--- src/rtl/ept_pkg.sv ---
`timescale 1ns / 1ps
`default_nettype none
// ----------------------------------------------------------------------------
// Encoder position tracker package
// Command word, op and status codes, register indexes, reset values and limit constants.
// ----------------------------------------------------------------------------
package ept_pkg;

   typedef enum logic {
      OP_SAMPLE = 1'b0,
      OP_QUERY  = 1'b1
   } op_type;

   typedef enum logic [1:0] {
      STATUS_OK           = 2'd0,
      STATUS_BAD_MOTOR    = 2'd1,
      STATUS_BAD_LOOKBACK = 2'd2
   } status_type;

   localparam logic [7:0]  REG_HIGH_THRESHOLD   = 8'd0;
   localparam logic [7:0]  REG_LOW_THRESHOLD    = 8'd1;
   localparam logic [7:0]  HIGH_THRESHOLD_RESET = 8'd192;
   localparam logic [7:0]  LOW_THRESHOLD_RESET  = 8'd64;
   localparam logic [15:0] STOP_COUNT_MAX       = 16'hFFFF;
   localparam logic [31:0] PAST_NONE            = 32'hFFFF_FFFF;

   typedef struct packed {
      op_type     op;
      logic [7:0] motor;
      logic [7:0] raw_count;
      logic [7:0] lookback;
      logic       motor_bad;
      logic       lookback_bad;
   } cmd_type;

endpackage
`default_nettype wire

--- src/rtl/ept_front.sv ---
`timescale 1ns / 1ps
`default_nettype none
// ----------------------------------------------------------------------------
// Encoder position tracker front end
// Accepts request words, classifies motor and lookback range, and holds them
// in a two-entry queue for the back end.
// ----------------------------------------------------------------------------
module ept_front #(
   parameter int NUM_MOTORS    = 8,
   parameter int HISTORY_DEPTH = 16
) (
   input  logic            clock,
   input  logic            reset,
   input  logic            push,
   output logic            full,
   input  logic            req_op,
   input  logic [7:0]      req_motor,
   input  logic [7:0]      req_raw_count,
   input  logic [7:0]      req_lookback,
   output logic            head_vld,
   output ept_pkg::cmd_type head_cmd,
   input  logic            head_pop
);
   import ept_pkg::*;

   cmd_type    q_mem_ff [2];
   logic       wr_ptr_ff;
   logic       rd_ptr_ff;
   logic [1:0] count_ff;
   logic [1:0] count_in;
   logic       do_push;
   logic       do_pop;
   cmd_type    new_cmd;

   always_comb begin
      new_cmd.op           = op_type'(req_op);
      new_cmd.motor        = req_motor;
      new_cmd.raw_count    = req_raw_count;
      new_cmd.lookback     = req_lookback;
      new_cmd.motor_bad    = 9'(req_motor) >= 9'(NUM_MOTORS);
      new_cmd.lookback_bad = 9'(req_lookback) >= 9'(HISTORY_DEPTH);
   end

   assign full     = (count_ff == 2'd2);
   assign head_vld = (count_ff != 2'd0);
   assign head_cmd = q_mem_ff[rd_ptr_ff];
   assign do_push  = push && !full;
   assign do_pop   = head_pop && head_vld;

   always_comb begin
      count_in = count_ff;
      if (do_push && !do_pop) begin
         count_in = count_ff + 2'd1;
      end else if (do_pop && !do_push) begin
         count_in = count_ff - 2'd1;
      end
   end

   always_ff @(posedge clock) begin
      if (reset) begin
         count_ff  <= 2'd0;
         wr_ptr_ff <= 1'b0;
         rd_ptr_ff <= 1'b0;
      end else begin
         count_ff <= count_in;
         if (do_push) begin
            wr_ptr_ff <= !wr_ptr_ff;
         end
         if (do_pop) begin
            rd_ptr_ff <= !rd_ptr_ff;
         end
      end
   end

   always_ff @(posedge clock) begin
      if (do_push) begin
         q_mem_ff[wr_ptr_ff] <= new_cmd;
      end
   end

   a_no_pop_when_empty: assert property (@(posedge clock) disable iff (reset)
      (count_ff == 2'd0) |-> !do_pop)
      else $error("queue pop while empty");

   a_count_bound: assert property (@(posedge clock) disable iff (reset)
      count_ff != 2'd3)
      else $error("queue count overflow");

   a_ptr_gap: assert property (@(posedge clock) disable iff (reset)
      (count_ff == 2'd1) |-> (wr_ptr_ff != rd_ptr_ff))
      else $error("queue pointers out of step");

endmodule
`default_nettype wire

--- config.mk ---
export PLATFORM = sky130hd
export DESIGN_NAME = ept_front
export DESIGN_NICKNAME = d
export VERILOG_FILES = /design/src/rtl/ept_pkg.sv /design/src/rtl/ept_front.sv
export SDC_FILE = /design/constraint.sdc
export NUM_CORES = 1
export LEC_CHECK = 0
export BUFFER_PORTS_ARGS = -buffer_cell sky130_fd_sc_hd__buf_4
export CAP_MARGIN = 15
export CORE_ASPECT_RATIO = 0.8
export CORE_UTILIZATION = 50
export CTS_CLUSTER_DIAMETER = 40
export DETAILED_ROUTE_END_ITERATION = 12
export GPL_ROUTABILITY_DRIVEN = 0
export PLACE_DENSITY = 0.77
export SYNTH_ARGS = -nofsm -noshare
export SYNTH_HDL_FRONTEND = slang
export SYNTH_SLANG_ARGS = --single-unit
--- constraint.sdc ---
create_clock -name clock -period 2.5 [get_ports clock]
set_clock_uncertainty 0.15 [all_clocks]
set_input_delay 0 -clock clock [delete_from_list [all_inputs] [get_ports clock]]
set_output_delay 0 -clock clock [all_outputs]
set_load 0.03 [all_outputs]
Word-level counts from Yosys, hierarchy flattened

Memories as Yosys holds them, arrays and structs flattened. A register that Yosys moved wholly into a read port is not among the register bits.
Cells that the tools add are included.

Memories: 1
Memory bits (writable): 54
Latch bits: 0
Register bits after elaboration: 4
ROM bits: 0
Input bits: 29

Eq/ne operators: 1
Multiplexer cells: 6
Add/sub/neg operators: 2
Reductions and logical operators: 11
Divide/modulo/power cells: 0
Shift operators: 0
Order comparisons: 2
Multiply operators: 0
Bitwise gates (word level): 0

Memories:

| name     | depth | width | read ports | clocked after memory_dff | write ports | RTL line        | text |
|---|---|---|---|---|---|---|---|
| q_mem_ff | 2     | 27    | 1          | 1                        | 1           | ept_front.sv:26 | `cmd_type q_mem_ff [2];` |

Operators by type and width:

| operator                                             | number |
|---|---|
| >= comparator 8 x 4 -> 1 bit (second input constant) | 1 |
| >= comparator 8 x 5 -> 1 bit (second input constant) | 1 |
| zero test 1 bit                                      | 5 |
| logical AND 1 bit                                    | 4 |
| 2-to-1 mux 1 bit                                     | 4 |
| 2-to-1 mux 2 bit                                     | 2 |
| nonzero test 2 bit                                   | 2 |
| adder 2 x 1 -> 2 bit (second input constant)         | 1 |
| equality test 2 bit (second input constant)          | 1 |
| subtractor 2 x 1 -> 2 bit (second input constant)    | 1 |

Longest topological paths before layout

Gate-level depths: netlist of run 1.

Word-level depth: 7
Mapped depth: 6
Depth with buffers taken out: 6

Least setup slack after synthesis of run 1

No wires, ideal clock.

Path kind: register -> register
From: register count_ff[1]
To: memory q_mem_ff[0][0] (netlist name), enable pin
Clock period less this slack: 1.945 ns
Data arrival time: 1.413 ns
Cell stages (with the launch flop): 4
Data required time: 1.968 ns
Setup time: 0.382 ns
Path buffers: 0
Slack: 0.555 ns
Path through: dfxtp_1 > nor2b_2 > or3_1 > inv_1

Word-level cells in the longest chain between the ends: 5

Ends and longest elaborated chain:

| what                                   | RTL line        | text |
|---|---|---|
| from (decl)                            | ept_front.sv:29 | `logic [1:0] count_ff;` |
| from (signal assigned)                 | ept_front.sv:65 | `count_ff <= count_in;` |
| equality test 2 bit                    | ept_front.sv:44 | `assign full = (count_ff == 2'd2);` |
| named net full                         | ept_front.sv:15 | `output logic full,` |
| zero test 1 bit                        | ept_front.sv:47 | `assign do_push = push && !full;` |
| logical AND 1 bit                      | ept_front.sv:47 |  |
| 2-to-1 mux 1 bit                       | ept_front.sv:76 | `if (do_push) begin` |
| 2-to-1 mux 1 bit (implied by the code) | ept_front.sv:77 | `q_mem_ff[wr_ptr_ff] <= new_cmd;` |
| to (decl)                              | ept_front.sv:26 |  |

The timed path passes the listed nets, and every way through them passes these cells.

Worst setup path after layout of run 1

From: register count_ff[1]
To: register wr_ptr_ff

Word-level cells in the longest chain between the ends: 3

Ends and longest elaborated chain:

| what                 | RTL line        | text |
|---|---|---|
| equality test 2 bit  | ept_front.sv:44 |  |
| zero test 1 bit      | ept_front.sv:47 |  |
| logical AND 1 bit    | ept_front.sv:47 |  |
| to (signal assigned) | ept_front.sv:67 | `wr_ptr_ff <= !wr_ptr_ff;` |
| to (decl)            | ept_front.sv:27 | `logic wr_ptr_ff;` |

No other way between the ends.
A chain may end at the register's enable or synchronous reset.

==> results_dict.tcl, run 1 <==
set metrics [dict create \
    final_cells 271 \
    die_h_um 61.1 \
    pwr_density_cell_mw_per_mm2 999 \
    slew_headroom 0.756 \
    hpwl_um 2530 \
    grt_first_pass_wirelength_um 5960 \
    worstPathArrival_ns 1.92 \
    avgSynthCellArea_um2 19.3 \
    cts_root_buf "clkbuf_8" \
    period_share 0.723 \
    combPwrFrac 0.343 \
    synth.ff_latch_count 59 \
    dp.cells 227 \
    start_util 0.523 \
    area_delta_synth_final_pct 44.2 \
    power.internal_w 0.00215 \
    vdd_ir_drop_max_uv 778 \
    path_clk_slew_ns 0.06 \
    crit_type "reg -> reg" \
    routedWlPerCell_um 14.8 \
    antenna_cells 0 \
    min_period_ns 1.81 \
    crit_fanout 5 \
    cp-start-kind "register" \
    cts_tree "done" \
    power_w 0.00315 \
    switching_share 0.318 \
    cp-end-kind "register" \
    status "finished, final reports clean" \
    die-width_um 75.9 \
    final_max_slew_viol_count 0 \
    setup_violations 0 \
    busiest_layer "met2" \
    io_pins 58 \
    cap_violations 0 \
    nets 239 \
    routed_wl_um 4020 \
    use_met3 0.0681 \
    vias 1289 \
    io_buffers 57 \
    pwr-share-clk 0.248 \
    seq_power_share 0.409 \
    coreArea_mm2 0.00418 \
    met2_usage 0.360 \
    cts_hold_buf 28 \
    drt_iter0_drc 56 \
    rows 21 \
    dieArea_mm2 0.00464 \
    postSynthCellCount 113 \
    cts_buffers 9 \
    leakagePower_nw 1.20 \
    synth_cell_types 18 \
    use_met1 0.182 \
    clkSinkCount 59 \
    firstDrtPassIters 4 \
    drc 0 \
    hp-class "in -> reg" \
    grtUsageTotal 0.184 \
    ant_nets 0 \
    viasPerCell 4.76 \
    post_cts.repair.setup_buffers 0 \
    cts_buffer_depth 2 \
    insertion_delay_ns 0.32 \
    finalSetupTns_ns 0 \
    hold_violations 0 \
    overflow 0 \
    postSynthNetCount 143 \
    worst_slew_pin_slew_ns 0.366 \
    grt_pass1_vias 1292 \
    rsz0062_at_grt "no" \
    drive_above_1_share 0.481 \
    p_sw_w 0.00100 \
    synth_warnings 0 \
    cts_resized 0 \
    worstPathRequired_ns 2.61 \
    yosysSeqAreaShare 0.788 \
    fmax_mhz 553 \
    antenna_found_initial 0 \
    grt_max_degree 28 \
    synth_area_mm2 0.00219 \
    htreeDepth 3 \
]
-- final cells by class --
cell class	count	area, µm²
Clock inverter	6	56.3
Multi-Input combinational cell	49	437
Sequential cell	59	1720
Inverter	2	7.51
Fill cell	258	1030
Tap cell	57	71.3
Clock buffer	10	128
Timing Repair Buffer	88	731
-- critical path, cell delays in order, from the launching register on --
cell,delay [ns]
dfxtp_1,0.34
nor2b_2,0.19
or3_1,0.33
a21oi_1,0.16
dlygate4sd3_1,0.58
-- kinds of logic (layout without fill, tap and decap cells) --
family / after synthesis / in the layout / synth area share
AOI/OAI and AO/OA: 5 / 5 / 0.0114
muxes: 27 / 27 / 0.139
buffers and inverters: 5 / 106 / 0.0126
DFF: 59 / 59 / 0.788
xor gates and xnor gates: 3 / 3 / 0.0120
and+or+nand+nor: 13 / 13 / 0.0315
adders and majority gates: 1 / 1 / 0.00572
-- cell usage in the layout (no fill, tap or decap) --
cell type | synthesis | routed
inv_1 | 2 | 2
clkbuf_8 | 0 | 9
clkbuf_1 | 0 | 1
clkinv_1 | 0 | 1
nor3_1 | 1 | 1
or2_2 | 1 | 1
or4_1 | 1 | 1
bufinv_16 | 0 | 1
clkinv_2 | 0 | 3
dlygate4sd3_1 | 0 | 28
dfxtp_1 | 5 | 5
mux2_2 | 27 | 27
and2_1 | 1 | 1
clkinvlp_4 | 0 | 1
o21ai_0 | 3 | 3
edfxtp_1 | 54 | 54
ha_1 | 1 | 1
buf_4 | 2 | 60
nor2b_2 | 1 | 1
xor2_1 | 3 | 3
nor2_1 | 5 | 5
nand2_1 | 1 | 1
or3_1 | 2 | 2
a21oi_1 | 2 | 2
-- registers in the layout (all words and copies together), names as in the netlist, named ones only --
register   cells
q_mem_ff      54
wr_ptr_ff      1
rd_ptr_ff      1
count_ff       2
-- Yosys cell counts --
cell | count | area (µm²)
xor2_1 | 3 | 26.3
or3_1 | 2 | 12.5
or4_1 | 1 | 7.51
dfxtp_1 | 5 | 100
edfxtp_1 | 54 | 1620
nor2b_2 | 1 | 8.76
mux2_2 | 27 | 304
inv_1 | 2 | 7.51
and2_1 | 1 | 6.26
nand2_1 | 1 | 3.75
o21ai_0 | 3 | 15.0
buf_4 | 2 | 15.0
buf_2 | 1 | 5.00
a21oi_1 | 2 | 10.0
nor3_1 | 1 | 5.00
nor2_1 | 5 | 18.8
or2_2 | 1 | 6.26
ha_1 | 1 | 12.5
-- final timing paths --
kind | endpoint | start | depth (start not counted) | slack [ns]
min reg2reg | rd_ptr_ff | rd_ptr_ff | 2 | 0.36
max | wr_ptr_ff | count_ff[1] | 4 | 0.69
max reg2reg | wr_ptr_ff | count_ff[1] | 4 | 0.69
min | count_ff[0] | push | 6 | 0.22
-- layer usage --
layer | wire, µm | part of all wire | vias to the layer above
met2 | 2290 | 0.57 | 50
met3 | 211 | 0.053 | 4
met5 | 0 | 0 | -
met1 | 1480 | 0.37 | 611
li1 | - | - | 624
met4 | 33 | 0.0082 | 0
-- power groups by stage --
| stage | logic (W) | registers [W] | clock network [W] |
|---|---|---|---|
| after global routing | 0.00114 | 0.00130 | 0.000848 |
| after global placement | 0.00102 | 0.00129 | 0 |
| after floorplan | 0.000704 | 0.00129 | 0 |
| final | 0.00108 | 0.00129 | 0.000782 |
| after detailed placement | 0.00104 | 0.00131 | 0 |
| after CTS | 0.00109 | 0.00129 | 0.000804 |
-- metrics by stage --
step	setup slack, ns	cell area [µm²]	hold WS (ns)	utilization
final	0.692	3150	0.219	0.754
after global routing	0.614	3150	0.252	0.754
after CTS	0.714	3150	0.197	0.754
after detailed placement	0.747	2690	0.0417	0.643
after global placement	0.832	2690	0.0358	0.643
after floorplan	0.555	2190	-0.0809	-
No activity file was read; power rests on OpenSTA's default activity.
==> inputs of run 2 (changes only) <==
--- a/config.mk
+++ b/config.mk
@@ -5,14 +5,15 @@
 export SDC_FILE = /design/constraint.sdc
 export NUM_CORES = 1
 export LEC_CHECK = 0
+export ABC_AREA = 1
 export BUFFER_PORTS_ARGS = -buffer_cell sky130_fd_sc_hd__buf_4
 export CAP_MARGIN = 15
 export CORE_ASPECT_RATIO = 0.8
-export CORE_UTILIZATION = 50
+export CORE_UTILIZATION = 47
 export CTS_CLUSTER_DIAMETER = 40
 export DETAILED_ROUTE_END_ITERATION = 12
 export GPL_ROUTABILITY_DRIVEN = 0
-export PLACE_DENSITY = 0.77
+export PLACE_DENSITY = 0.76
 export SYNTH_ARGS = -nofsm -noshare
 export SYNTH_HDL_FRONTEND = slang
 export SYNTH_SLANG_ARGS = --single-unit
==> constraint.sdc (replaced) <==
create_clock -name clock -period 1.55 [get_ports clock]
set_clock_uncertainty 0.15 [all_clocks]
set_input_delay 0 -clock clock [delete_from_list [all_inputs] [get_ports clock]]
set_output_delay 0 -clock clock [all_outputs]
set_load 0.03 [all_outputs]
==> results_dict.tcl, run 2 <==
set metrics [dict create \
    crit_type "reg -> out" \
    synth.ff_latch_count 59 \
    cp_num_buf_inv 2 \
    die-width_um 80.5 \
    layout_commonest_cell "edfxtp_1" \
    htreeDepth 3 \
    power.internal_w 0.00373 \
    cp-start-kind "register" \
    fin_util 0.743 \
    coreArea_mm2 0.00465 \
    path_cells "buf_6 > mux2_4 > buf_4" \
    antenna_found_initial 0 \
    postSynthCellCount 127 \
    synth_top_area_share 0.699 \
    yosys-top-cells-count "54 x edfxtp_1, 20 x mux2_4, 11 x nor2_1" \
    final_cell_mix "54 x edfxtp_1, 42 x buf_4, 28 x dlygate4sd3_1, 21 x mux2_4, 20 x buf_6" \
    placed_area_mm2 0.00284 \
    seq_power_share 0.393 \
    drive_above_1_share 0.489 \
    path_clk_slew_ns 0.06 \
    synth_warnings 0 \
    routedWlPerCell_um 15.3 \
    yosysSeqAreaShare 0.742 \
    yosysTopAreaCell "edfxtp_1" \
    combPwrFrac 0.377 \
    overflow 0 \
    grt_first_pass_wirelength_um 6380 \
    cp-end-kind "output pin" \
    synth_area_mm2 0.00232 \
    avgSynthCellArea_um2 18.3 \
    grtUsageTotal 0.176 \
    hold_violations 0 \
    cts_buffers 9 \
    crit_path_top_delay_cell "dfxtp_4" \
    antenna_cells 0 \
    largest_reg_flops 54 \
    fillers 293 \
    worstPathRequired_ns 1.40 \
    cts_root_buf "clkbuf_8" \
    final_cell_area_mm2 0.00346 \
    ys.flop_type "edfxtp_1" \
    fmax_mhz 659 \
    worstPathArrival_ns 1.37 \
    synthArstFlopShare 0 \
    io_buffers 57 \
    postSynthNetCount 157 \
    dieArea_mm2 0.00522 \
    nets 259 \
    final_max_slew_viol_count 0 \
    clkSinkCount 59 \
    io_pins 58 \
    cts_tree "done" \
    status "finished, final reports clean" \
    routed_wl_um 4490 \
    setup_violations 0 \
    area_delta_synth_final_pct 49.1 \
    min_period_ns 1.52 \
    start_util 0.499 \
    top_regs "q_mem_ff (54), count_ff (2)" \
    cts_buffer_depth 2 \
    yosys-top-cells-area "edfxtp_1 70%, mux2_4 13%, dfxtp_1 4.3%, mux2_2 3.4%, nor2_1 1.8%" \
    drc 0 \
    grt_pass1_vias 1429 \
    die_h_um 64.8 \
    worst_slew_pin_slew_ns 0.220 \
    pwr_density_cell_mw_per_mm2 1560 \
    hp-class "in -> reg" \
    p_sw_w 0.00167 \
    grt_max_degree 28 \
    slew_headroom 0.852 \
    ant_nets 0 \
    synth_edf_count 54 \
    pwr-share-clk 0.230 \
    max_flop_register "q_mem_ff" \
    hpwl_um 2650 \
    cap_violations 0 \
    insertion_delay_ns 0.32 \
    yosysMostFrequentCell "edfxtp_1" \
    viasPerCell 4.75 \
    period_share 0.979 \
    critPathMaxStageDelay_ns 0.42 \
    vdd_ir_drop_max_uv 934 \
    synth_cell_types 16 \
    leakagePower_nw 1.38 \
    drt_iter0_drc 76 \
    crit_family "flip-flops" \
    vias 1392 \
    switching_share 0.309 \
    crit_fanout 6 \
    firstDrtPassIters 4 \
    rows 22 \
]
## run 2: layout make-up
type | count | area [µm²] | share of cell area
clock buffer | 11 | 131 | 0.0380
tap | 60 | 75.1 | 0.0217
timing repair buffer | 94 | 911 | 0.263
inverter | 8 | 30.0 | 0.00868
clock inverter | 4 | 42.5 | 0.0123
multi-input combinational | 57 | 541 | 0.156
sequential | 59 | 1730 | 0.500
## run 2: worst paths after layout
check                                      from        endpoint  slack [ns]  cells past startpoint
worst max-delay path                   register    head_cmd[19]        0.03                      3
worst min-delay path            req_lookback[0]  q_mem_ff[0][2]        0.26                      2
worst max register to register      count_ff[1]     count_ff[1]        0.14                      9
worst min register to register        rd_ptr_ff        register        0.37                      2
## run 2: cell families after synthesis
kind of cell,synth area share
buffers and inverters,0.0351
AOI/OAI and AO/OA,0.0124
adders and majority gates,0.00539
and+or+nand+nor,0.0415
muxes,0.163
DFF,0.742
## run 2: repair_timing
action / 4_1_cts / 5_1_grt
endpoints found under the setup margin: 8 / 20
buffers inserted: 0 / 1
hold endpoints to repair: 59 / 0
resized for setup: 2 / 25
hold buffers: 28 / 0
pin swaps: 0 / 1
cloned: 0 / 3
## run 2: routing by layer
| layer | up-vias | part of all wire | global-route usage |
|---|---|---|---|
| li1 | 678 | - | - |
| met1 | 657 | 0.40 | 0.198 |
| met2 | 46 | 0.54 | 0.300 |
| met3 | 11 | 0.042 | 0.0408 |
| met4 | 0 | 0.021 | 0.112 |
| met5 | - | 0 | 0 |
## run 2: power by group through the flow
stage | registers [W] | clock network [W] | logic (W)
final | 0.00212 | 0.00124 | 0.00203
after global routing | 0.00214 | 0.00133 | 0.00214
after CTS | 0.00209 | 0.00127 | 0.00178
after detailed placement | 0.00212 | 0 | 0.00172
after global placement | 0.00210 | 0 | 0.00168
after floorplan | 0.00210 | 0 | 0.00122
## run 2: per-stage QoR
stage	cells	hold slack [ns]	TNS, ns	worst slack, ns	total power, W
CTS	289	0.248	-0.126	-0.0303	0.00515
finish	293	0.262	0	0.0324	0.00540
detailed placement	246	0.0403	-0.0329	-0.0329	0.00384
global route	293	0.253	-0.0614	-0.0110	0.00562
global placement	246	0.0355	0	0.129	0.00378
floorplan	127	-0.0511	-10.64	-0.196	0.00331
==> inputs of run 3 (changes only) <==
--- a/config.mk
+++ b/config.mk
@@ -14,6 +14,7 @@
 export DETAILED_ROUTE_END_ITERATION = 12
 export GPL_ROUTABILITY_DRIVEN = 0
 export PLACE_DENSITY = 0.76
+export SETUP_SLACK_MARGIN = 0.5
 export SYNTH_ARGS = -nofsm -noshare
 export SYNTH_HDL_FRONTEND = slang
 export SYNTH_SLANG_ARGS = --single-unit
==> results_dict.tcl, run 3 (synthesized netlist as in run 2, its figures left out) <==
set metrics [dict create \
    die_h_um 64.8 \
    nets 278 \
    cp-start-kind "register" \
    io_pins 58 \
    hold_violations 1 \
    violations "negative hold slack" \
    cp-end-kind "output pin" \
    cap_violations 0 \
    final_cell_mix "54 x edfxtp_1, 43 x buf_6, 32 x buf_4, 27 x dlygate4sd3_1, 24 x mux2_4" \
    layout_commonest_cell "edfxtp_1" \
    switching_share 0.315 \
    busiest_layer "met2" \
    critPathMaxStageDelay_ns 0.37 \
    area_delta_synth_final_pct 68.5 \
    final_cells 312 \
    crit_path_top_delay_cell "dfxtp_4" \
    grt_pass1_vias 1661 \
    worstPathArrival_ns 1.36 \
    combPwrFrac 0.457 \
    crit_family "flip-flops" \
    vdd_ir_drop_max_uv 1300 \
    overflow 0 \
    dp.cells 246 \
    routedWlPerCell_um 15.4 \
    power.internal_w 0.00425 \
    ant_nets 0 \
    crit_type "reg -> out" \
    die-width_um 80.5 \
    met2_usage 0.393 \
    hp-class "in -> reg" \
    use_met3 0.0859 \
    cts_tree "done" \
    htreeDepth 3 \
    seq_power_share 0.342 \
    drt_iter0_drc 43 \
    cts_buffer_depth 2 \
    grt_first_pass_wirelength_um 7570 \
    max_flop_register "q_mem_ff" \
    place_ws_ns 0.0310 \
    pwr_density_cell_mw_per_mm2 1590 \
    path_clk_slew_ns 0.06 \
    antenna_cells 0 \
    cts_root_buf "clkbuf_8" \
    holdWs_ns -0.0819 \
    layout_setup_ws_ns 0.0423 \
    fin_util 0.840 \
    path_cells "buf_12 > mux2_2 > buf_6" \
    cts_hold_buf 27 \
    top_regs "q_mem_ff (54), count_ff (2)" \
    status "complete, but fails checks" \
    worst_slew_pin_slew_ns 0.204 \
    power_w 0.00620 \
    largest_reg_flops 54 \
    insertion_delay_ns 0.32 \
    min_period_ns 1.51 \
    final_max_slew_viol_count 0 \
    start_util 0.499 \
    fmax_mhz 663 \
    rows 22 \
    firstDrtPassIters 4 \
    io_buffers 57 \
    coreArea_mm2 0.00465 \
    p_sw_w 0.00195 \
    viasPerCell 4.80 \
    rsz0062_at_grt "yes" \
    grtUsageTotal 0.213 \
    hpwl_um 2560 \
    drive_above_1_share 0.607 \
    use_met1 0.206 \
    worstPathRequired_ns 1.40 \
    cts_buffers 9 \
    pwr-share-clk 0.201 \
    grt_max_degree 15 \
    routed_wl_um 4810 \
    clkSinkCount 59 \
    vias 1499 \
    period_share 0.973 \
    leakagePower_nw 1.56 \
    cp_num_buf_inv 2 \
    drc 0 \
    antenna_found_initial 0 \
    setup_violations 0 \
    crit_fanout 14 \
    finalSetupTns_ns 0 \
    slew_headroom 0.864 \
    dieArea_mm2 0.00522 \
]
[run 3: cell count changes in the layout (fill, tap and decap cells not counted), moves of 3 or more]
| cell | delta |
|---|---|
| inv_1 | -3 |
| buf_16 | +5 |
| nor2_4 | +3 |
| buf_4 | -10 |
| nand2_1 | -4 |
| inv_4 | +3 |
| mux2_4 | +3 |
| buf_6 | +23 |
| mux2_2 | -3 |
| buf_12 | +3 |
[run 3: worst reg2reg max path, cell delays in order, from the launching register on]
cell     delay [ns]
dfxtp_2        0.35
inv_4          0.05
buf_6          0.12
nand2_4        0.08
nand2_4        0.06
ha_4           0.30
inv_4          0.04
nand3_2        0.05
nand2_1        0.06
inv_1          0.05
nor2_1         0.04
[run 3: routing by layer]
metal  wire, µm  part of all wire
met4         73             0.015
met1       1790              0.37
met2       2710              0.56
met5          0                 0
met3        241             0.050
[run 3: power groups by stage]
stage	combinational (W)	clock, W	sequential [W]
after floorplan	0.00131	0	0.00212
after global placement	0.00181	0	0.00213
after detailed placement	0.00186	0	0.00215
after CTS	0.00270	0.00128	0.00212
after global routing	0.00297	0.00135	0.00214
final	0.00283	0.00125	0.00212
[run 3: repair_timing]
action	CTS	global route
endpoints found under the setup margin	86	90
gates cloned	5	0
pin swaps	8	6
gates resized for setup	66	8
endpoints found under the hold margin	59	1
setup buffers	17	2
[run 3: final cells by class]
cell class / instances / area [µm²]
Timing Repair Buffer: 113 / 1250
Clock inverter: 6 / 57.6
Sequential cell: 59 / 1730
Multi-Input combinational cell: 57 / 636
Tap cell: 60 / 75.1
Fill cell: 227 / 743
Clock buffer: 9 / 124
Inverter: 8 / 37.5
[run 3: worst paths after layout]
path	from	to	slack, ns	cells past startpoint
max	register	head_cmd[1]	0.04	3
max reg2reg	count_ff[1]	count_ff[1]	0.10	10
min reg2reg	wr_ptr_ff	wr_ptr_ff	0.38	2
min	push	wr_ptr_ff	-0.08	5
[run 3: stage by stage]
step / hold slack, ns / area (µm²)
after global routing: -0.0853 / 3910
after global placement: 0.0350 / 2920
after CTS: -0.118 / 3870
after floorplan: -0.0511 / 2380
after detailed placement: 0.0380 / 2920
final: -0.0819 / 3910
